--- config.mk ---
export PLATFORM = sky130hd
export DESIGN_NAME = yuv422_pair_to_rgb_core
export DESIGN_NICKNAME = d
export VERILOG_FILES = /design/src/rtl/core/yuv2rgb_pkg.sv /design/src/rtl/core/yuv2rgb_chroma.sv /design/src/rtl/core/yuv2rgb_pixel.sv /design/src/rtl/core/yuv422_pair_to_rgb_core.sv
export SDC_FILE = /design/constraint.sdc
export NUM_CORES = 1
export LEC_CHECK = 0
export BUFFER_PORTS_ARGS = -buffer_cell sky130_fd_sc_hd__clkbuf_2
export CAP_MARGIN = 20
export CORE_AREA = 2 2 143 131
export CTS_CLUSTER_DIAMETER = 150
export DETAILED_ROUTE_END_ITERATION = 10
export DIE_AREA = 0 0 145 133
export PLACE_DENSITY = 0.91
export SYNTH_ARGS = -nofsm -noshare
export SYNTH_HDL_FRONTEND = slang
export SYNTH_HIERARCHICAL = 1
export SYNTH_SLANG_ARGS = --single-unit
export TNS_END_PERCENT = 30
--- constraint.sdc ---
create_clock -name clk -period 15.7 [get_ports clk]
set_input_delay 0.785 -clock clk [delete_from_list [all_inputs] [get_ports clk]]
set_output_delay 0.785 -clock clk [all_outputs]
set_load 0.005 [all_outputs]
--- src/rtl/core/yuv2rgb_pkg.sv ---
// ----------------------------------------------------------------------------
// yuv2rgb_pkg
// Shared types, coefficients and arithmetic helpers for the YUV 4:2:2 pair
// to RGB888 converter.
// ----------------------------------------------------------------------------
package yuv2rgb_pkg;

	localparam int unsigned ChanW  = 8;
	localparam int unsigned DiffW  = 8;
	localparam int unsigned CoefW  = 11;
	localparam int unsigned ProdW  = 19;
	localparam int unsigned TermW  = 11;
	localparam int unsigned AccW   = 12;

	localparam logic signed [CoefW-1:0] CoefRV = 11'sd718;
	localparam logic signed [CoefW-1:0] CoefGU = -11'sd176;
	localparam logic signed [CoefW-1:0] CoefGV = -11'sd366;
	localparam logic signed [CoefW-1:0] CoefBU = 11'sd907;

	localparam int unsigned ChromaShift = 7;
	localparam int unsigned LumaShift   = 2;
	localparam logic [ChanW-1:0] ChanMax = 8'd255;

	typedef struct packed {
		logic signed [TermW-1:0] red;
		logic signed [TermW-1:0] green;
		logic signed [TermW-1:0] blue;
	} chroma_terms_t;

	typedef struct packed {
		logic [ChanW-1:0] red;
		logic [ChanW-1:0] green;
		logic [ChanW-1:0] blue;
	} rgb_pixel_t;

	// c - 128 as a signed byte: flip the top bit
	function automatic logic signed [DiffW-1:0] chroma_offset(input logic [ChanW-1:0] c);
		return {~c[ChanW-1], c[ChanW-2:0]};
	endfunction

	// product / 128, rounded toward zero
	function automatic logic signed [TermW-1:0] div128_trunc(
		input logic signed [ProdW-1:0] p
	);
		logic signed [ProdW-1:0] adj;
		logic signed [ProdW-1:0] sh;
		adj = p[ProdW-1] ? (p + ProdW'((1 << ChromaShift) - 1)) : p;
		sh  = adj >>> ChromaShift;
		return sh[TermW-1:0];
	endfunction

	// (4*Y + terms) / 4 rounded toward zero, then clamped to 0..255
	function automatic logic [ChanW-1:0] finish_chan(
		input logic [ChanW-1:0]        y,
		input logic signed [TermW-1:0] t
	);
		logic signed [AccW-1:0] acc;
		logic signed [AccW-1:0] adj;
		logic signed [AccW-1:0] q;
		acc = $signed({2'b00, y, 2'b00}) + AccW'(t);
		adj = acc[AccW-1] ? (acc + AccW'((1 << LumaShift) - 1)) : acc;
		q   = adj >>> LumaShift;
		if (q[AccW-1]) begin
			return '0;
		end else if (q[AccW-2:0] > (AccW-1)'(ChanMax)) begin
			return ChanMax;
		end else begin
			return q[ChanW-1:0];
		end
	endfunction

endpackage

--- src/rtl/core/yuv2rgb_chroma.sv ---
// ----------------------------------------------------------------------------
// yuv2rgb_chroma
// Chroma contributions shared by both pixels of a pair: one constant
// multiply per coefficient, scaled by 1/128 with truncation toward zero.
// ----------------------------------------------------------------------------
module yuv2rgb_chroma
	import yuv2rgb_pkg::*;
(
	input  logic [ChanW-1:0] u,
	input  logic [ChanW-1:0] v,
	output chroma_terms_t    terms
);

	logic signed [DiffW-1:0] du;
	logic signed [DiffW-1:0] dv;
	logic signed [ProdW-1:0] prod_rv;
	logic signed [ProdW-1:0] prod_gu;
	logic signed [ProdW-1:0] prod_gv;
	logic signed [ProdW-1:0] prod_bu;
	logic signed [TermW-1:0] term_gu;
	logic signed [TermW-1:0] term_gv;

	assign du = chroma_offset(u);
	assign dv = chroma_offset(v);

	assign prod_rv = dv * CoefRV;
	assign prod_gu = du * CoefGU;
	assign prod_gv = dv * CoefGV;
	assign prod_bu = du * CoefBU;

	assign term_gu = div128_trunc(prod_gu);
	assign term_gv = div128_trunc(prod_gv);

	// green sum stays within +/-542
	assign terms.red   = div128_trunc(prod_rv);
	assign terms.green = term_gu + term_gv;
	assign terms.blue  = div128_trunc(prod_bu);

endmodule

--- src/rtl/core/yuv2rgb_pixel.sv ---
// ----------------------------------------------------------------------------
// yuv2rgb_pixel
// Combines one luma sample with the shared chroma terms into a clamped
// RGB888 pixel.
// ----------------------------------------------------------------------------
module yuv2rgb_pixel
	import yuv2rgb_pkg::*;
(
	input  logic [ChanW-1:0] y,
	input  chroma_terms_t    terms,
	output rgb_pixel_t       pix
);

	assign pix.red   = finish_chan(y, terms.red);
	assign pix.green = finish_chan(y, terms.green);
	assign pix.blue  = finish_chan(y, terms.blue);

endmodule

--- src/rtl/core/yuv422_pair_to_rgb_core.sv ---
// ----------------------------------------------------------------------------
// yuv422_pair_to_rgb_core
// Converts one packed YUV 4:2:2 pixel pair into two RGB888 pixels.
// ----------------------------------------------------------------------------
// The block takes one pixel pair per clock and returns its two RGB pixels:
// the words land in an input register, the chroma multiplies, luma sums and
// clamps run in one pass, and the six channels are held in a result register.
// The input register loads when empty or when the result register advances,
// so a full pair per cycle is sustained while out_stall is low; with
// out_stall high the block holds up to two pairs before raising in_stall.
// There is no configuration and no state beyond the pipeline.
module yuv422_pair_to_rgb_core
	import yuv2rgb_pkg::*;
(
	input  logic             clk,
	input  logic             arst_n,

	input  logic             in_valid,
	output logic             in_stall,
	input  logic [15:0]      first_word,
	input  logic [15:0]      second_word,

	output logic             out_valid,
	input  logic             out_stall,
	output logic [ChanW-1:0] blue_first,
	output logic [ChanW-1:0] green_first,
	output logic [ChanW-1:0] red_first,
	output logic [ChanW-1:0] blue_second,
	output logic [ChanW-1:0] green_second,
	output logic [ChanW-1:0] red_second
);

	logic          valid_s1;
	logic [15:0]   first_word_s1;
	logic [15:0]   second_word_s1;
	logic          valid_s2;
	rgb_pixel_t    pix_first_s2;
	rgb_pixel_t    pix_second_s2;

	logic          advance;
	chroma_terms_t terms;
	rgb_pixel_t    pix_first;
	rgb_pixel_t    pix_second;

	assign advance  = !valid_s2 || !out_stall;
	assign in_stall = valid_s1 && !advance;

	always_ff @(posedge clk or negedge arst_n) begin
		if (!arst_n) begin
			valid_s1 <= 1'b0;
		end else if (!in_stall) begin
			valid_s1 <= in_valid;
		end
	end

	always_ff @(posedge clk) begin
		if (!in_stall && in_valid) begin
			first_word_s1  <= first_word;
			second_word_s1 <= second_word;
		end
	end

	yuv2rgb_chroma u_chroma (
		.u     (first_word_s1[7:0]),
		.v     (second_word_s1[7:0]),
		.terms (terms)
	);

	yuv2rgb_pixel u_pix_first (
		.y     (first_word_s1[15:8]),
		.terms (terms),
		.pix   (pix_first)
	);

	yuv2rgb_pixel u_pix_second (
		.y     (second_word_s1[15:8]),
		.terms (terms),
		.pix   (pix_second)
	);

	always_ff @(posedge clk or negedge arst_n) begin
		if (!arst_n) begin
			valid_s2 <= 1'b0;
		end else if (advance) begin
			valid_s2 <= valid_s1;
		end
	end

	always_ff @(posedge clk) begin
		if (advance && valid_s1) begin
			pix_first_s2  <= pix_first;
			pix_second_s2 <= pix_second;
		end
	end

	assign out_valid    = valid_s2;
	assign blue_first   = pix_first_s2.blue;
	assign green_first  = pix_first_s2.green;
	assign red_first    = pix_first_s2.red;
	assign blue_second  = pix_second_s2.blue;
	assign green_second = pix_second_s2.green;
	assign red_second   = pix_second_s2.red;

`ifndef SYNTHESIS
	a_stall_only_when_full: assert property (@(posedge clk) disable iff (!arst_n)
		in_stall |-> (valid_s1 && valid_s2 && out_stall))
		else $error("input stalled while pipeline has room");

	a_beat_enters_s1: assert property (@(posedge clk) disable iff (!arst_n)
		(in_valid && !in_stall) |=> (valid_s1 && second_word_s1 == $past(second_word)
			&& first_word_s1 == $past(first_word)))
		else $error("accepted beat not captured in input register");

	a_s1_moves_to_s2: assert property (@(posedge clk) disable iff (!arst_n)
		(valid_s1 && advance) |=> valid_s2)
		else $error("pair lost between input and result registers");

	a_s1_held_on_stall: assert property (@(posedge clk) disable iff (!arst_n)
		(valid_s1 && !advance) |=> (valid_s1 && $stable(first_word_s1)
			&& $stable(second_word_s1)))
		else $error("input register changed while blocked");
`endif

endmodule

# Word level (Yosys, flattened, before mapping)
# Cells that the tools add are included.
# W data, S select, Z words.
[totals] inputBits=36 elab_cells=63 reg_bits=82
[op_classes] order_cmp=6 n_mul=4 bitwise_logic=2 reduce_logical=8 addsub=17 n_mux=16
[op_table] operator="$add A11 B11 Y12" count=6
[op_table] operator="$add A12 B3 Y12 const B" count=6
[op_table] operator="$mux W12" count=6
[op_table] operator="$mux W18" count=4
[op_table] operator="$gt A11 B8 Y1 const B" count=6
[op_table] operator="$add A18 B8 Y18 const B" count=3
[op_table] operator="$mux W8" count=6
[op_table] operator="$mul A8 B11 Y19 const B" count=1
[op_table] operator="$add A17 B8 Y18 const B" count=1
[op_table] operator="$mul A8 B10 Y18 const B" count=1
[op_table] operator="$mul A8 B9 Y17 const B" count=1
[op_table] operator="$mul A8 B5 Y13 const B" count=1
[op_table] operator="$add A11 B11 Y11" count=1
[op_table] operator="$logic_not A1 Y1" count=4
[op_table] operator="$logic_and A1 B1 Y1" count=3
[op_table] operator="$not A1 Y1" count=2
[op_table] operator="$logic_or A1 B1 Y1" count=1

# Longest topological paths before layout
[depth] ltp_word=10 ltp_mapped=34

# Hierarchy
# The synthesis kept the hierarchy.
[modules_own_cells] module="yuv2rgb_chroma" cells_per_inst=741 n_inst=1 area_per_inst_um2=6371.1
[modules_own_cells] module="yuv422_pair_to_rgb_core" cells_per_inst=88 n_inst=1 area_per_inst_um2=2494.9
[modules_own_cells] module="yuv2rgb_pixel (u_pix_second)" cells_per_inst=163 n_inst=1 area_per_inst_um2=1256.2
[modules_own_cells] module="yuv2rgb_pixel (u_pix_first)" cells_per_inst=168 n_inst=1 area_per_inst_um2=1253.7

# Worst setup path after synthesis
# OpenSTA, ideal clock, no wires.
[synth_path] kind="register to register" start="register second_word_s1[2]" end="register pix_first_s2, in the netlist green_first[2] (data pin)" period_less_slack_ns=7.180 path_stages_with_launch=27 t_arrival_ns=6.925 n_path_buf=1 t_required_ns=15.445 path_slack_ns=8.520 path_cell_list="edfxtp_1 > fa_1 > fa_1 > inv_1 > fa_1 > fa_1 > inv_1 > ha_1 > a2111oi_0 > a21oi_1 > xnor2_1 > buf_4 > nand2_1 > xor2_1 > ha_1 > fa_1 > a21o_1 > a21oi_1 > nor2_1 > a211oi_1 > xnor2_1 > ha_1 > a21oi_1 > a21boi_1 > o41ai_1 > xnor2_1 > o21a_1"
[synth_lines] element="start, declared" line_no="yuv422_pair_to_rgb_core.sv:35" source="logic [15:0] second_word_s1;"
[synth_lines] element="start signal, assigned" line_no="yuv422_pair_to_rgb_core.sv:59" source="second_word_s1 <= second_word;"
[synth_lines] element="end signal, assigned" line_no="yuv422_pair_to_rgb_core.sv:91" source="pix_first_s2 <= pix_first;"
[synth_lines] element="end, declared" line_no="yuv422_pair_to_rgb_core.sv:37" source="rgb_pixel_t pix_first_s2;"

==> impl_metrics.py <==
metrics = {
    "outcome": {
        "status": "finished clean",
    },
    "timing": {
        "period_needed_ns": 8.657,
        "finalCritPeriodShare_pct": 55.14,
        "hold_violations": 0,
        "slew_headroom_pct": 37.07,
        "worstMarginPinSlew_ns": 0.9440,
        "tns_ns": 0,
        "clock_skew_ns": 0.01611,
        "finalSetupViolations": 0,
        "grt_setup_unrepaired": "false",
        "slew_violations": 0,
        "fmax_mhz": 115.5,
    },
    "detailed_routing": {
        "wl_per_cell_um": 17.63,
        "antenna_left": 0,
        "drt_iter0_markers": 727,
        "routed_wl_mm": 26.49,
        "route.vias.total": 8886,
        "vias_per_cell": 5.916,
        "dr.pass1.iters": 8,
        "drc": 0,
    },
    "setup_path": {
        "crit_family": "adder cells",
        "path_max_fanout": 11,
        "end_kind": "flop",
        "cp_common_cell": "a21oi_1",
        "cp.required_ns": 15.91,
        "cp-start-kind": "flop",
        "worst-path-buf-inv": 2,
        "cp_slowest_cell": "xnor2_1",
        "arrival_ns": 8.87,
        "path_class": "flop to flop",
        "cpPeakStageDelay_ns": 0.75,
    },
    "final_layout": {
        "final_core_util_pct": 69.22,
        "fin_nets": 1568,
        "layout-area-overhead-vs-synth_pct": 9.333,
        "drive_gt1_share_pct": 11.38,
        "num_antenna_cells": 0,
    },
    "grt": {
        "grt_pass1_wl_mm": 43.67,
        "grt_max_degree": 49,
        "grt_use_total_pct": 28.03,
        "overflow": 0,
        "antenna_found_initial": 0,
        "grt_pass1_vias": 8826,
    },
    "clocking": {
        "cts-resized-gates": 0,
        "clk_pin_slew_worst_paths_ns": 0.07,
        "cts_htree_levels": 3,
        "cts_num_sinks": 82,
        "ctsRootBufferMaster": "clkbuf_16",
        "ctsLongestPathBuffers": 2,
        "cts-buffers-inserted": 9,
        "cts_tree": "yes",
        "hold_buffers": 0,
        "clock_latency_ns": 0.36,
        "cts_setup_buffers": 0,
    },
    "placed_design": {
        "gp_congestion": 0.9021,
        "dp_hpwl_mm": 21.02,
        "portBuffers": 85,
    },
    "die": {
        "ioPinCount": 86,
        "fp.coreArea_mm2": 0.01794,
        "die_y_um": 133,
        "die_area_mm2": 0.01929,
        "die_w_um": 145,
        "num_rows": 47,
        "initial_core_util_pct": 63.31,
    },
    "synthesis": {
        "syn_area_mm2": 0.01135,
        "netlist_instances": 1157,
        "syn_nets": 1473,
        "yosysWarnings": 6,
        "synth.avg_cell_area_um2": 9.814,
    },
    "flow_run": {
        "maxCapViolCount": 0,
    },
    "worst_hold_path": {
        "hold_path.class": "input pin to asynchronous set/reset pin",
    },
}
## per-stage QoR
| step | std cells | area [um^2] | worst slack [ns] | hold slack, ns |
|---|---|---|---|---|
| after floorplan | 1157 | 11350 | 8.520 | 0.4667 |
| after global placement | 1486 | 12100 | 7.611 | 0.4907 |
| after detailed placement | 1486 | 12100 | 7.292 | 0.5048 |
| after CTS | 1502 | 12410 | 7.193 | 0.1997 |
| after global routing | 1502 | 12410 | 6.634 | 0.2012 |
| final | 1502 | 12410 | 7.043 | 0.2056 |
## worst paths after layout
check | slack, ns | cells past startpoint | from | end
max reg2reg | 7.04 | 28 | second_word_s1[2] | green_second[5]
min reg2reg | 0.51 | 1 | valid_s1 | out_valid
max | 7.04 | 28 | second_word_s1[2] | green_second[5]
min in group clk | 0.51 | 1 | valid_s1 | out_valid
max in group asynchronous | 15.39 | 1 | arst_n | valid_s1
min | 0.21 | 1 | arst_n | out_valid
## worst reg2reg max path: cells and delay by family (launching register included)
family                     cells  cell delay (ns)
AOI/OAI and AO/OA             14             3.05
xor gates and xnor gates       3             1.18
adders and majority gates      7             3.27
buffers and inverters          2             0.18
DFF                            1             0.56
and+or+nand+nor                2             0.28
## area by class of cell
cell class	count	area, um^2
Inverter	176	660.6
Multi-Input combinational cell	897	8243
Clock buffer	10	229.0
Fill cell	1243	5522
Timing Repair Buffer	86	432.9
Tap cell	245	306.5
Clock inverter	6	90.09
Sequential cell	82	2452
## registers in the layout, summed over array words and instances (netlist names)
name / count
out_valid: 1
green_second: 8
second_word_s1: 16
green_first: 8
first_word_s1: 16
valid_s1: 1
red_first: 8
blue_first: 8
blue_second: 8
red_second: 8
## layer usage
metal / part of all wire (%) / track usage (%) / vias up
li1: - / - / 4269
met1: 43 / 36.96 / 4195
met2: 47 / 46.83 / 349
met3: 5.9 / 3.931 / 73
met4: 3.6 / 11.50 / 0
met5: 0 / 0 / -
## layout by cell type, fill, tap and decap left out, types with 5 or more instances in the layout
| cell type | n |
|---|---|
| a21oi_1 | 77 |
| ha_1 | 212 |
| a21boi_0 | 5 |
| nand2_1 | 37 |
| o21ai_0 | 29 |
| nand3b_1 | 7 |
| nand4_1 | 11 |
| xnor2_1 | 85 |
| edfxtp_1 | 80 |
| a21o_1 | 26 |
| nand3_1 | 23 |
| nor2_1 | 49 |
| a21boi_1 | 5 |
| clkbuf_2 | 85 |
| and2_1 | 5 |
| and3_1 | 6 |
| xor2_1 | 45 |
| nor3_1 | 10 |
| o31ai_1 | 7 |
| o21ai_1 | 13 |
| o211ai_1 | 9 |
| a211oi_1 | 5 |
| o21a_1 | 35 |
| fa_1 | 68 |
| nand2b_1 | 15 |
| a31oi_1 | 8 |
| inv_1 | 175 |
| nor2b_1 | 12 |
| clkbuf_16 | 9 |
Power is left out: the tool's default activity adds up to more than one toggle a clock period on the data nets, which glitch-free logic cannot reach.
